File: src/rtl/core/bst_pkg.sv
// bst_pkg: shared types and constants for the bencode stream tokenizer.
// Used by bst_front, bst_queue, bst_back and bencode_stream_tokenizer.
package bst_pkg;

    localparam int MAX_DEPTH_DEF = 16;
    localparam int QUEUE_DEPTH   = 2;
    localparam int NEST_W        = 5;

    localparam logic [31:0] MAX_LEN_RST = 32'hFFFF_FFFF;
    localparam logic [63:0] MAG_POS     = 64'h7FFF_FFFF_FFFF_FFFF;
    localparam logic [63:0] MAG_NEG     = 64'h8000_0000_0000_0000;

    localparam logic [7:0] CH_0     = 8'h30;
    localparam logic [7:0] CH_9     = 8'h39;
    localparam logic [7:0] CH_E     = 8'h65;
    localparam logic [7:0] CH_I     = 8'h69;
    localparam logic [7:0] CH_L     = 8'h6C;
    localparam logic [7:0] CH_D     = 8'h64;
    localparam logic [7:0] CH_MINUS = 8'h2D;
    localparam logic [7:0] CH_COLON = 8'h3A;

    typedef enum logic [2:0] {
        CL_DIGIT,
        CL_E,
        CL_I,
        CL_L,
        CL_D,
        CL_MINUS,
        CL_COLON,
        CL_OTHER
    } byte_cls_t;

    typedef enum logic [2:0] {
        TK_INT   = 3'd0,
        TK_SBYTE = 3'd1,
        TK_EMPTY = 3'd2,
        TK_LIST  = 3'd3,
        TK_DICT  = 3'd4,
        TK_CLOSE = 3'd5,
        TK_ERROR = 3'd6
    } tok_kind_t;

    typedef struct packed {
        byte_cls_t   cls;
        logic [7:0]  data;
    } item_t;

endpackage

File: src/rtl/core/bst_front.sv
// bst_front: input beat handshake and byte classification.
// Depends on bst_pkg; feeds bst_queue.
module bst_front (
    input  logic           s_valid,
    output logic           s_ready,
    input  logic [7:0]     s_byte_req,
    input  logic           q_full,
    output logic           q_push,
    output bst_pkg::item_t q_item
);
    import bst_pkg::*;

    byte_cls_t cls;

    always_comb begin
        case (s_byte_req) inside
            [CH_0:CH_9]: cls = CL_DIGIT;
            CH_E:        cls = CL_E;
            CH_I:        cls = CL_I;
            CH_L:        cls = CL_L;
            CH_D:        cls = CL_D;
            CH_MINUS:    cls = CL_MINUS;
            CH_COLON:    cls = CL_COLON;
            default:     cls = CL_OTHER;
        endcase
    end

    assign s_ready     = !q_full;
    assign q_push      = s_valid && !q_full;
    assign q_item.cls  = cls;
    assign q_item.data = s_byte_req;

endmodule

File: src/rtl/core/bst_queue.sv
// bst_queue: short FIFO of classified bytes between front and back.
// Depends on bst_pkg (item_t, QUEUE_DEPTH).
module bst_queue (
    input  logic           aclk,
    input  logic           aresetn,
    input  logic           push,
    input  bst_pkg::item_t wr_item,
    output logic           full,
    output logic           rd_valid,
    input  logic           rd_ready,
    output bst_pkg::item_t rd_item
);
    import bst_pkg::*;

    localparam int QAW = (QUEUE_DEPTH > 1) ? $clog2(QUEUE_DEPTH) : 1;
    localparam int QCW = $clog2(QUEUE_DEPTH + 1);

    item_t            buf_reg [QUEUE_DEPTH];
    logic [QAW-1:0]   wr_ptr_reg, wr_ptr_next;
    logic [QAW-1:0]   rd_ptr_reg, rd_ptr_next;
    logic [QCW-1:0]   count_reg, count_next;
    logic             pop;

    assign full     = (count_reg == QCW'(QUEUE_DEPTH));
    assign rd_valid = (count_reg != '0);
    assign rd_item  = buf_reg[rd_ptr_reg];
    assign pop      = rd_valid && rd_ready;

    always_comb begin
        wr_ptr_next = wr_ptr_reg;
        rd_ptr_next = rd_ptr_reg;
        count_next  = count_reg;
        if (push) begin
            wr_ptr_next = (wr_ptr_reg == QAW'(QUEUE_DEPTH - 1)) ? '0 : wr_ptr_reg + 1'b1;
        end
        if (pop) begin
            rd_ptr_next = (rd_ptr_reg == QAW'(QUEUE_DEPTH - 1)) ? '0 : rd_ptr_reg + 1'b1;
        end
        if (push && !pop) begin
            count_next = count_reg + 1'b1;
        end else if (pop && !push) begin
            count_next = count_reg - 1'b1;
        end
    end

    always_ff @(posedge aclk) begin
        if (!aresetn) begin
            wr_ptr_reg <= '0;
            rd_ptr_reg <= '0;
            count_reg  <= '0;
        end else begin
            wr_ptr_reg <= wr_ptr_next;
            rd_ptr_reg <= rd_ptr_next;
            count_reg  <= count_next;
        end
    end

    always_ff @(posedge aclk) begin
        if (push) begin
            buf_reg[wr_ptr_reg] <= wr_item;
        end
    end

endmodule

File: src/rtl/core/bst_back.sv
// bst_back: parser state machine, nesting stack and output register.
// Depends on bst_pkg; consumes classified bytes from bst_queue.
module bst_back #(
    parameter int MAX_DEPTH = bst_pkg::MAX_DEPTH_DEF
) (
    input  logic                        aclk,
    input  logic                        aresetn,
    input  logic                        cfg_wr_en,
    input  logic [31:0]                 cfg_wr_data,
    input  logic                        q_valid,
    output logic                        q_ready,
    input  bst_pkg::item_t              q_item,
    output logic                        m_valid,
    input  logic                        m_ready,
    output logic [2:0]                  m_token_kind,
    output logic signed [63:0]          m_int_value,
    output logic [7:0]                  m_data_byte,
    output logic                        m_string_last,
    output logic                        m_is_key,
    output logic [bst_pkg::NEST_W-1:0]  m_nest_depth,
    output logic                        m_top_done
);
    import bst_pkg::*;

    localparam int DW = $clog2(MAX_DEPTH + 1);
    localparam int AW = (MAX_DEPTH > 1) ? $clog2(MAX_DEPTH) : 1;

    typedef enum logic [2:0] {
        PH_IDLE,
        PH_INT_START,
        PH_INT_MINUS,
        PH_INT_DIGITS,
        PH_STR_LEN,
        PH_STR_DATA
    } phase_t;

    typedef struct packed {
        logic is_dict;
        logic exp_key;
    } stack_ent_t;

    phase_t             phase_reg, phase_next;
    logic [DW-1:0]      depth_reg, depth_next;
    stack_ent_t         top_reg, top_next;
    stack_ent_t         sec_reg, sec_next;
    logic               sec_mem_reg, sec_mem_next;
    logic [63:0]        acc_reg, acc_next;
    logic               neg_reg, neg_next;
    logic [32:0]        len_reg, len_next;
    logic [31:0]        rem_reg, rem_next;
    logic [31:0]        max_len_reg, max_len_next;

    logic               m_valid_reg, m_valid_next;
    tok_kind_t          m_kind_reg, m_kind_next;
    logic [63:0]        m_int_reg, m_int_next;
    logic [7:0]         m_byte_reg, m_byte_next;
    logic               m_last_reg, m_last_next;
    logic               m_key_reg, m_key_next;
    logic [NEST_W-1:0]  m_nest_reg, m_nest_next;
    logic               m_done_reg, m_done_next;

    stack_ent_t         mem [MAX_DEPTH];
    stack_ent_t         mem_rd_reg;
    logic               mem_we;
    logic [AW-1:0]      mem_waddr, mem_raddr;
    stack_ent_t         mem_wdata;

    logic               pop;
    byte_cls_t          cls;
    logic [7:0]         c;
    logic               has_top, top_dict, key_pos, val_in_dict;
    stack_ent_t         sec_eff;
    logic [67:0]        int_x10;
    logic               int_ovf;
    logic [35:0]        len_x10;
    logic [32:0]        len_sat;

    logic               tok_vld;
    tok_kind_t          tok_kind;
    logic [63:0]        tok_int;
    logic [7:0]         tok_byte;
    logic               tok_last, tok_key, tok_done;
    logic [DW-1:0]      tok_depth;
    logic               do_fail;

    assign q_ready = !m_valid_reg || m_ready;
    assign pop     = q_valid && q_ready;
    assign cls     = q_item.cls;
    assign c       = q_item.data;

    assign has_top     = (depth_reg != '0);
    assign top_dict    = has_top && top_reg.is_dict;
    assign key_pos     = top_dict && top_reg.exp_key;
    assign val_in_dict = top_dict && !top_reg.exp_key;
    assign sec_eff     = sec_mem_reg ? mem_rd_reg : sec_reg;

    assign int_x10 = {1'b0, acc_reg, 3'b000} + {3'b000, acc_reg, 1'b0} + {64'd0, c[3:0]};
    assign int_ovf = int_x10 > {4'd0, (neg_reg ? MAG_NEG : MAG_POS)};
    assign len_x10 = {1'b0, len_reg[31:0], 3'b000} + {3'b000, len_reg[31:0], 1'b0}
                   + {32'd0, c[3:0]};
    assign len_sat = (len_x10 > 36'h1_0000_0000) ? 33'h1_0000_0000 : len_x10[32:0];

    assign mem_waddr = AW'(depth_reg - 1'b1);
    assign mem_raddr = AW'(depth_reg - DW'(3));
    assign mem_wdata = '{is_dict: top_reg.is_dict, exp_key: top_reg.exp_key | top_dict};

    always_comb begin
        phase_next   = phase_reg;
        depth_next   = depth_reg;
        top_next     = top_reg;
        sec_next     = sec_eff;
        sec_mem_next = 1'b0;
        acc_next     = acc_reg;
        neg_next     = neg_reg;
        len_next     = len_reg;
        rem_next     = rem_reg;
        max_len_next = cfg_wr_en ? cfg_wr_data : max_len_reg;
        mem_we       = 1'b0;
        do_fail      = 1'b0;
        tok_vld      = 1'b0;
        tok_kind     = TK_INT;
        tok_int      = '0;
        tok_byte     = '0;
        tok_last     = 1'b0;
        tok_key      = 1'b0;
        tok_done     = 1'b0;
        tok_depth    = depth_reg;

        if (pop) begin
            case (phase_reg)
                PH_IDLE: begin
                    if (cls == CL_E) begin
                        if (!has_top || val_in_dict) begin
                            do_fail = 1'b1;
                        end else begin
                            depth_next = depth_reg - 1'b1;
                            top_next   = sec_eff;
                            tok_vld    = 1'b1;
                            tok_kind   = TK_CLOSE;
                            tok_depth  = depth_reg - 1'b1;
                            tok_done   = (depth_reg == DW'(1));
                        end
                    end else if (key_pos) begin
                        if (cls != CL_DIGIT) begin
                            do_fail = 1'b1;
                        end else begin
                            top_next.exp_key = 1'b0;
                            len_next         = {29'd0, c[3:0]};
                            phase_next       = PH_STR_LEN;
                        end
                    end else if (cls == CL_D || cls == CL_L) begin
                        if (depth_reg >= DW'(MAX_DEPTH)) begin
                            do_fail = 1'b1;
                        end else begin
                            mem_we           = has_top;
                            sec_next         = mem_wdata;
                            top_next.is_dict = (cls == CL_D);
                            top_next.exp_key = (cls == CL_D);
                            depth_next       = depth_reg + 1'b1;
                            tok_vld          = 1'b1;
                            tok_kind         = (cls == CL_D) ? TK_DICT : TK_LIST;
                            tok_depth        = depth_reg + 1'b1;
                        end
                    end else if (cls == CL_I) begin
                        top_next.exp_key = top_reg.exp_key | top_dict;
                        acc_next         = '0;
                        neg_next         = 1'b0;
                        phase_next       = PH_INT_START;
                    end else if (cls == CL_DIGIT) begin
                        top_next.exp_key = top_reg.exp_key | top_dict;
                        len_next         = {29'd0, c[3:0]};
                        phase_next       = PH_STR_LEN;
                    end else begin
                        do_fail = 1'b1;
                    end
                end
                PH_INT_START: begin
                    if (cls == CL_MINUS) begin
                        neg_next   = 1'b1;
                        phase_next = PH_INT_MINUS;
                    end else if (cls == CL_DIGIT) begin
                        acc_next   = {60'd0, c[3:0]};
                        phase_next = PH_INT_DIGITS;
                    end else begin
                        do_fail = 1'b1;
                    end
                end
                PH_INT_MINUS: begin
                    if (cls == CL_DIGIT) begin
                        acc_next   = {60'd0, c[3:0]};
                        phase_next = PH_INT_DIGITS;
                    end else begin
                        do_fail = 1'b1;
                    end
                end
                PH_INT_DIGITS: begin
                    if (cls == CL_DIGIT) begin
                        if (int_ovf) begin
                            do_fail = 1'b1;
                        end else begin
                            acc_next = int_x10[63:0];
                        end
                    end else if (cls == CL_E) begin
                        phase_next = PH_IDLE;
                        acc_next   = '0;
                        neg_next   = 1'b0;
                        tok_vld    = 1'b1;
                        tok_kind   = TK_INT;
                        tok_int    = neg_reg ? (~acc_reg + 64'd1) : acc_reg;
                        tok_done   = !has_top;
                    end else begin
                        do_fail = 1'b1;
                    end
                end
                PH_STR_LEN: begin
                    if (cls == CL_DIGIT) begin
                        if (!len_reg[32]) begin
                            len_next = len_sat;
                        end
                    end else if (cls == CL_COLON) begin
                        if (len_reg > {1'b0, max_len_reg}) begin
                            do_fail = 1'b1;
                        end else if (len_reg == '0) begin
                            phase_next = PH_IDLE;
                            tok_vld    = 1'b1;
                            tok_kind   = TK_EMPTY;
                            tok_last   = 1'b1;
                            tok_key    = val_in_dict;
                            tok_done   = !has_top;
                        end else begin
                            rem_next   = len_reg[31:0];
                            phase_next = PH_STR_DATA;
                        end
                    end else begin
                        do_fail = 1'b1;
                    end
                end
                PH_STR_DATA: begin
                    rem_next = rem_reg - 1'b1;
                    if (rem_reg == 32'd1) begin
                        phase_next = PH_IDLE;
                    end
                    tok_vld  = 1'b1;
                    tok_kind = TK_SBYTE;
                    tok_byte = c;
                    tok_last = (rem_reg == 32'd1);
                    tok_key  = val_in_dict;
                    tok_done = (rem_reg == 32'd1) && !has_top;
                end
                default: begin
                    do_fail = 1'b1;
                end
            endcase

            if (do_fail) begin
                phase_next = PH_IDLE;
                depth_next = '0;
                acc_next   = '0;
                neg_next   = 1'b0;
                rem_next   = '0;
                mem_we     = 1'b0;
                tok_vld    = 1'b1;
                tok_kind   = TK_ERROR;
                tok_int    = '0;
                tok_byte   = '0;
                tok_last   = 1'b0;
                tok_key    = 1'b0;
                tok_done   = 1'b0;
                tok_depth  = '0;
            end

            if (phase_reg == PH_IDLE && cls == CL_E && !do_fail) begin
                sec_mem_next = 1'b1;
            end
        end

        m_valid_next = pop ? tok_vld : (m_valid_reg && !m_ready);
        m_kind_next  = m_kind_reg;
        m_int_next   = m_int_reg;
        m_byte_next  = m_byte_reg;
        m_last_next  = m_last_reg;
        m_key_next   = m_key_reg;
        m_nest_next  = m_nest_reg;
        m_done_next  = m_done_reg;
        if (pop && tok_vld) begin
            m_kind_next = tok_kind;
            m_int_next  = tok_int;
            m_byte_next = tok_byte;
            m_last_next = tok_last;
            m_key_next  = tok_key;
            m_nest_next = NEST_W'(tok_depth);
            m_done_next = tok_done;
        end
    end

    always_ff @(posedge aclk) begin
        if (!aresetn) begin
            phase_reg   <= PH_IDLE;
            depth_reg   <= '0;
            sec_mem_reg <= 1'b0;
            acc_reg     <= '0;
            neg_reg     <= 1'b0;
            len_reg     <= '0;
            rem_reg     <= '0;
            max_len_reg <= MAX_LEN_RST;
            m_valid_reg <= 1'b0;
        end else begin
            phase_reg   <= phase_next;
            depth_reg   <= depth_next;
            sec_mem_reg <= sec_mem_next;
            acc_reg     <= acc_next;
            neg_reg     <= neg_next;
            len_reg     <= len_next;
            rem_reg     <= rem_next;
            max_len_reg <= max_len_next;
            m_valid_reg <= m_valid_next;
        end
        top_reg    <= top_next;
        sec_reg    <= sec_next;
        m_kind_reg <= m_kind_next;
        m_int_reg  <= m_int_next;
        m_byte_reg <= m_byte_next;
        m_last_reg <= m_last_next;
        m_key_reg  <= m_key_next;
        m_nest_reg <= m_nest_next;
        m_done_reg <= m_done_next;
    end

    // stack entries below the top two; registered read of the entry under the current second
    always_ff @(posedge aclk) begin
        if (mem_we) begin
            mem[mem_waddr] <= mem_wdata;
        end
        mem_rd_reg <= mem[mem_raddr];
    end

    assign m_valid       = m_valid_reg;
    assign m_token_kind  = m_kind_reg;
    assign m_int_value   = m_int_reg;
    assign m_data_byte   = m_byte_reg;
    assign m_string_last = m_last_reg;
    assign m_is_key      = m_key_reg;
    assign m_nest_depth  = m_nest_reg;
    assign m_top_done    = m_done_reg;

endmodule

File: src/rtl/core/bencode_stream_tokenizer.sv
// bencode_stream_tokenizer: top level of the streaming bencode tokenizer.
// Depends on bst_pkg, bst_front, bst_queue and bst_back.
//
// Takes one bencoded byte per input beat and gives at most one token beat per
// byte, sustaining one byte per clock unless the output stalls. A byte goes
// through the classifier into a two-entry queue, then the parser consumes it
// and loads the output register. The parser holds the top two nesting entries
// in flops and the deeper ones in a MAX_DEPTH-entry stack memory with a
// registered read, so containers open and close back to back without a stall.
// The stack needs no clearing after reset. Write max_string_length only while
// no byte is in flight.
module bencode_stream_tokenizer #(
    parameter int MAX_DEPTH = bst_pkg::MAX_DEPTH_DEF
) (
    input  logic                        aclk,
    input  logic                        aresetn,
    input  logic                        cfg_wr_en,
    input  logic [31:0]                 cfg_wr_data,
    input  logic                        s_valid,
    output logic                        s_ready,
    input  logic [7:0]                  s_byte_req,
    output logic                        m_valid,
    input  logic                        m_ready,
    output logic [2:0]                  m_token_kind,
    output logic signed [63:0]          m_int_value,
    output logic [7:0]                  m_data_byte,
    output logic                        m_string_last,
    output logic                        m_is_key,
    output logic [bst_pkg::NEST_W-1:0]  m_nest_depth,
    output logic                        m_top_done
);
    import bst_pkg::*;

    logic  q_full;
    logic  q_push;
    item_t q_wr_item;
    logic  q_valid;
    logic  q_ready;
    item_t q_rd_item;

    bst_front u_front (
        .s_valid    (s_valid),
        .s_ready    (s_ready),
        .s_byte_req (s_byte_req),
        .q_full     (q_full),
        .q_push     (q_push),
        .q_item     (q_wr_item)
    );

    bst_queue u_queue (
        .aclk     (aclk),
        .aresetn  (aresetn),
        .push     (q_push),
        .wr_item  (q_wr_item),
        .full     (q_full),
        .rd_valid (q_valid),
        .rd_ready (q_ready),
        .rd_item  (q_rd_item)
    );

    bst_back #(
        .MAX_DEPTH (MAX_DEPTH)
    ) u_back (
        .aclk          (aclk),
        .aresetn       (aresetn),
        .cfg_wr_en     (cfg_wr_en),
        .cfg_wr_data   (cfg_wr_data),
        .q_valid       (q_valid),
        .q_ready       (q_ready),
        .q_item        (q_rd_item),
        .m_valid       (m_valid),
        .m_ready       (m_ready),
        .m_token_kind  (m_token_kind),
        .m_int_value   (m_int_value),
        .m_data_byte   (m_data_byte),
        .m_string_last (m_string_last),
        .m_is_key      (m_is_key),
        .m_nest_depth  (m_nest_depth),
        .m_top_done    (m_top_done)
    );

    a_error_clears_depth: assert property (@(posedge aclk) disable iff (!aresetn)
        m_valid && (m_token_kind == TK_ERROR) |-> (m_nest_depth == '0) && !m_top_done)
        else $error("error token with nonzero depth or done");

    a_done_at_top: assert property (@(posedge aclk) disable iff (!aresetn)
        m_valid && m_top_done |-> (m_nest_depth == '0) &&
            (m_token_kind != TK_LIST) && (m_token_kind != TK_DICT))
        else $error("top_done on a token inside a container");

    a_last_on_string: assert property (@(posedge aclk) disable iff (!aresetn)
        m_valid && (m_string_last || m_is_key) |->
            (m_token_kind == TK_SBYTE) || (m_token_kind == TK_EMPTY))
        else $error("string flags on a non-string token");

    a_queue_drains: assert property (@(posedge aclk) disable iff (!aresetn)
        q_valid && (!m_valid || m_ready) |=> !q_full)
        else $error("queue stayed full while the parser could consume");

endmodule

File: config.mk
export PLATFORM = sky130hd
export DESIGN_NAME = bencode_stream_tokenizer
export DESIGN_NICKNAME = d
export VERILOG_FILES = /design/src/rtl/core/bst_pkg.sv /design/src/rtl/core/bst_front.sv /design/src/rtl/core/bst_queue.sv /design/src/rtl/core/bst_back.sv /design/src/rtl/core/bencode_stream_tokenizer.sv
export SDC_FILE = /design/constraint.sdc
export NUM_CORES = 1
export LEC_CHECK = 0
export BUFFER_PORTS_ARGS = -buffer_cell sky130_fd_sc_hd__buf_2
export CAP_MARGIN = 20
export CORE_MARGIN = 2
export CORE_UTILIZATION = 60
export CTS_CLUSTER_SIZE = 12
export DETAILED_ROUTE_END_ITERATION = 8
export PLACE_DENSITY = 0.76
export SETUP_SLACK_MARGIN = 0.1
export SYNTH_ARGS = -nofsm -noshare
export SYNTH_HDL_FRONTEND = slang
export SYNTH_SLANG_ARGS = --single-unit
File: constraint.sdc
create_clock -name aclk -period 14.4 [get_ports aclk]
set_input_delay 1.44 -clock aclk [delete_from_list [all_inputs] [get_ports aclk]]
set_output_delay 1.44 -clock aclk [all_outputs]
set_load 0.03 [all_outputs]
Word-level counts from Yosys, hierarchy flattened
Memories as Yosys holds them, arrays and structs flattened. A register that Yosys moved wholly into a read port is not among the register bits. Index checks and enable logic that the tools add are counted. W data, S select, Z words.

Flip-flop bits (word level): 263. Output and inout port bits: 85. Input port bits: 45. Memories: 2. Logic and storage cells: 316. Bits in writable memories: 54.

Memory list: u_back.mem (depth 16, width 2, rd ports 1, clocked after memory_dff 1, wr ports 1, line bst_back.sv:62) `stack_ent_t mem [MAX_DEPTH];`; u_queue.buf_reg (depth 2, width 11, rd ports 1, clocked after memory_dff 1, wr ports 1, line bst_queue.sv:18) `item_t buf_reg [QUEUE_DEPTH];`.

Multiplexer cells: 164. Order comparisons: 6. Add/sub/neg operators: 13. Bitwise logic cells: 6. Reductions and logical operators: 50. Equal/unequal tests: 50.

Operators by type and width (count): $mux W64 (12); $mux W33 (9); $pmux W64 S4 (1); $mux W32 (5); $mux W3 (32); $mux W1 (74); $add A67 B65 Y68 (1); $add A68 B4 Y68 (1); $gt A68 B64 Y1 (1); $pmux W33 S2 (1); $add A64 B1 Y64 const B (1); $not A64 Y64 (1); $pmux W32 S2 (1); $mux W5 (8); $add A35 B33 Y36 (1); $add A36 B4 Y36 (1); $gt A36 B33 Y1 const B (1); $gt A33 B32 Y1 (1); $logic_not A33 Y1 (1); $eq A32 B1 Y1 const B (1); $eq A8 B7 Y1 const B (4); $sub A32 B1 Y32 const B (1); $ne A3 B3 Y1 const B (10); $reduce_and A9 Y1 (3); other kinds (48) (117).

Longest topological paths before layout
Word-level depth: 12. Depth in mapped cells: 32. Gate-level depth less buffers: 28.

By module
A second synthesis with hierarchy kept.

Cells, all modules: 2791. Area total of the unflattened synthesis: 24110.6 um^2.

Modules (own cells, without submodules): bst_back (area an instance 22893.2 um^2, cells each 2706, times used 1, sequential area each 7036.7 um^2); bst_queue (area an instance 1009.7 um^2, cells each 56, times used 1, sequential area each 760.7 um^2); bst_front (area an instance 207.7 um^2, cells each 29, times used 1, sequential area each 0.0 um^2).

Worst setup path before layout
OpenSTA, ideal clock, no wires.

Kind: flip-flop to flip-flop. From: register with a tool-made name. To: register u_back.m_byte_reg[0] (netlist: u_back.m_data_byte[0]), enable pin. Setup slack: 3.481 ns. Clock period less this slack: 10.919 ns. Buffers on the path: 3. Library setup time: 0.576 ns. Cell stages (with the launch flop): 30. Required time: 13.824 ns. Data arrival time: 10.343 ns. Cell sequence: dfxtp_1 > buf_1 > clkbuf_1 > mux2i_1 > inv_1 > fa_1 > inv_1 > fa_1 > nand2b_1 > a21oi_1 > o211a_1 > o21ai_0 > a41o_1 > a21oi_1 > a211o_1 > a21oi_1 > o31ai_1 > xor2_1 > ha_1 > nand4_1 > or4_1 > nand2b_1 > nor3_1 > a22oi_1 > o2111ai_1 > a21oi_1 > nand4_1 > o21ai_1 > buf_2 > a31oi_1.

RTL lines: end signal, assigned (line bst_back.sv:322) `m_byte_reg <= m_byte_next;`; end, declared (line bst_back.sv:56) `logic [7:0] m_byte_reg, m_byte_next;`.

==> flow_summary.json <==
{
  "grt_overflow": 0,
  "ir_worst_vdd_mv": 0.1504,
  "slew_headroom": 0.2889,
  "cts.sinks": 320,
  "die_area_um2": 41260,
  "final_util": 0.6673,
  "avgSynthCellArea_um2": 8.773,
  "num_vias": 21550,
  "gp_congestion": 0.9842,
  "cp_common_cell": "o21ai_0",
  "rows": 72,
  "max_cap_violations": 0,
  "cts_tree": "yes",
  "syn2layout_area_growth_pct": 9.161,
  "cellPowerDensity_nw_per_um2": 117.3,
  "cp_num_buf_inv": 3,
  "core_um2": 38920,
  "grt_use_total": 0.3084,
  "clockBufferDepth": 3,
  "cp_max_fo": 77,
  "ys_seq_area_frac": 0.3277,
  "drc": 0,
  "cts_buffers": 37,
  "final-setup-viol-count": 0,
  "post_cts_buffers": 0,
  "die_x_um": 203.1,
  "drive_gt1_frac": 0.08595,
  "hold_path.class": "reg2reg",
  "finalInstanceArea_um2": 25970,
  "cts_hold_buf": 0,
  "power.total_mw": 3.046,
  "period_minus_slack_ns": 8.964,
  "root_buffer": "clkbuf_16",
  "cp-end-kind": "flop",
  "drt_wl_total_um": 64550,
  "clkSlewWorstSetupHoldPaths_ns": 0.06,
  "startpoint_type": "flop",
  "start_util": 0.6113,
  "antenna_found_initial": 0,
  "cp.arrival_ns": 9.14,
  "placed_area_um2": 24730,
  "tightest_slew_ns": 1.067,
  "leakagePower_nw": 11.50,
  "die_y_um": 203.1,
  "crit_type": "reg2reg",
  "drt_iter0_markers": 1839,
  "vias_per_cell": 6.487,
  "grt_max_degree": 86,
  "synth_cell_types": 87,
  "async_flop_share": 0,
  "finalSetupTns_ns": 0,
  "fmax_mhz": 111.6,
  "nNetsFinal": 3122,
  "ios": 130,
  "ys.warnings.count": 0,
  "synthFlopType": "dfxtp_1",
  "drv_slew": 0,
  "cp_slowest_cell": "dfxtp_1",
  "min_period_over_period": 0.6225,
  "instances_no_fill": 3322,
  "grt_pass1_vias": 20280,
  "required_ns": 14.58,
  "htreeDepth": 2,
  "ant_nets": 0,
  "dp_hpwl_um": 47470,
  "hold_violations": 0,
  "grt_pass1_wl_um": 103900,
  "crit_family": "compound AO/OA/AOI/OAI gates",
  "synth_seq_cells": 320,
  "status": "finished clean",
  "r2r_slack_ns": 5.44,
  "synth-edff-count": 139,
  "syn_area_um2": 23790,
  "diodes": 0,
  "clock_latency_ns": 0.59,
  "slowest_delay_ns": 0.88,
  "fin_skew_ns": 0.02789,
  "portBuffers": 129,
  "syn-instance-count": 2712,
  "rsz0062_at_grt": "false",
  "post_drt_wl_per_cell_um": 19.43,
  "drtPass1Iterations": 5,
  "cts-resized-gates": 0,
  "dp_cells": 3254,
  "syn_nets": 3057
}
-- per-layer routing --
| layer | part of all wire | vias up | GRT usage |
|---|---|---|---|
| li1 | - | 10350 | - |
| met1 | 0.43 | 10240 | 0.3995 |
| met2 | 0.47 | 796 | 0.5220 |
| met3 | 0.059 | 169 | 0.03611 |
| met4 | 0.038 | 0 | 0.1330 |
| met5 | 0 | - | 0 |
-- report_power, final --
| part | switching [mW] | internal [mW] | total [mW] | leakage, nW |
|---|---|---|---|---|
| clock network | 0.401 | 0.560 | 0.960 | 0.592 |
| logic | 0.661 | 0.234 | 0.896 | 8.13 |
| registers | 0.0634 | 1.13 | 1.19 | 2.78 |
| total | 1.13 | 1.92 | 3.05 | 11.5 |
-- layout by cell type (no fill, tap or decap), drive strengths merged, types with 61 or more instances in the layout --
cell type,count
a22o,67
edfxtp,139
o21ai,167
o211ai,61
a21oi,216
nor3,63
dfxtp,181
nor2,250
nand4,66
xor2,106
ha,296
inv,89
nand2,270
buf,146
-- kinds of logic after synthesis --
family / share of synthesized area
compound gates: 0.2200
xor+xnor: 0.05816
fa+ha+maj: 0.1590
buf+inv: 0.03534
flops: 0.3277
mux: 0.01814
simple gates: 0.1816
-- final timing paths --
check / to / cells past startpoint / startpoint
setup reg to reg: u_back.m_int_value[15] / 26 / flop
hold reg to reg: u_back.rem_reg[12] / 1 / u_back.rem_reg[12]
setup / recovery: u_back.m_int_value[15] / 26 / flop
hold / removal: u_back.rem_reg[12] / 1 / u_back.rem_reg[12]
-- final cells by class --
| class | count | area (um^2) |
|---|---|---|
| inverter | 89 | 334.1 |
| sequential | 320 | 7801 |
| tap | 518 | 648.1 |
| clock buffer | 50 | 984.7 |
| multi-input combinational | 2183 | 15190 |
| timing repair buffer | 146 | 773.2 |
| clock inverter | 16 | 237.7 |
| fill | 3256 | 12950 |
-- synthesized netlist by cell type (17+ instances only) --
cell type / instances / share of area
ha_1: 296 / 0.16
nand2_1: 270 / 0.043
nor2_1: 250 / 0.039
a21oi_1: 216 / 0.045
dfxtp_1: 181 / 0.15
o21ai_0: 162 / 0.034
edfxtp_1: 139 / 0.18
xor2_1: 106 / 0.039
clkbuf_1: 97 / 0.015
inv_1: 87 / 0.014
a22o_1: 67 / 0.025
nand4_1: 66 / 0.017
nor3_1: 61 / 0.013
o211ai_1: 61 / 0.019
xnor2_1: 52 / 0.019
nand3_1: 51 / 0.011
o31ai_1: 43 / 0.014
nor4_1: 41 / 0.011
a21o_1: 39 / 0.012
a31oi_1: 28 / 0.0074
nand2b_1: 27 / 0.0071
a211oi_1: 23 / 0.0073
nor2b_1: 22 / 0.0058
o21bai_1: 22 / 0.0069
or4_1: 19 / 0.0060
and3_1: 17 / 0.0045
mux2i_1: 17 / 0.0072
o21a_1: 17 / 0.0054
-- stage by stage --
stage / worst slack, ns / hold slack, ns
after floorplan: 3.481 / 0.4233
after global placement: 5.856 / 0.4323
after detailed placement: 5.613 / 0.4480
after CTS: 5.548 / 0.4590
after global routing: 4.899 / 0.4830
final: 5.436 / 0.4598
No activity file was read; power rests on OpenSTA's default activity.
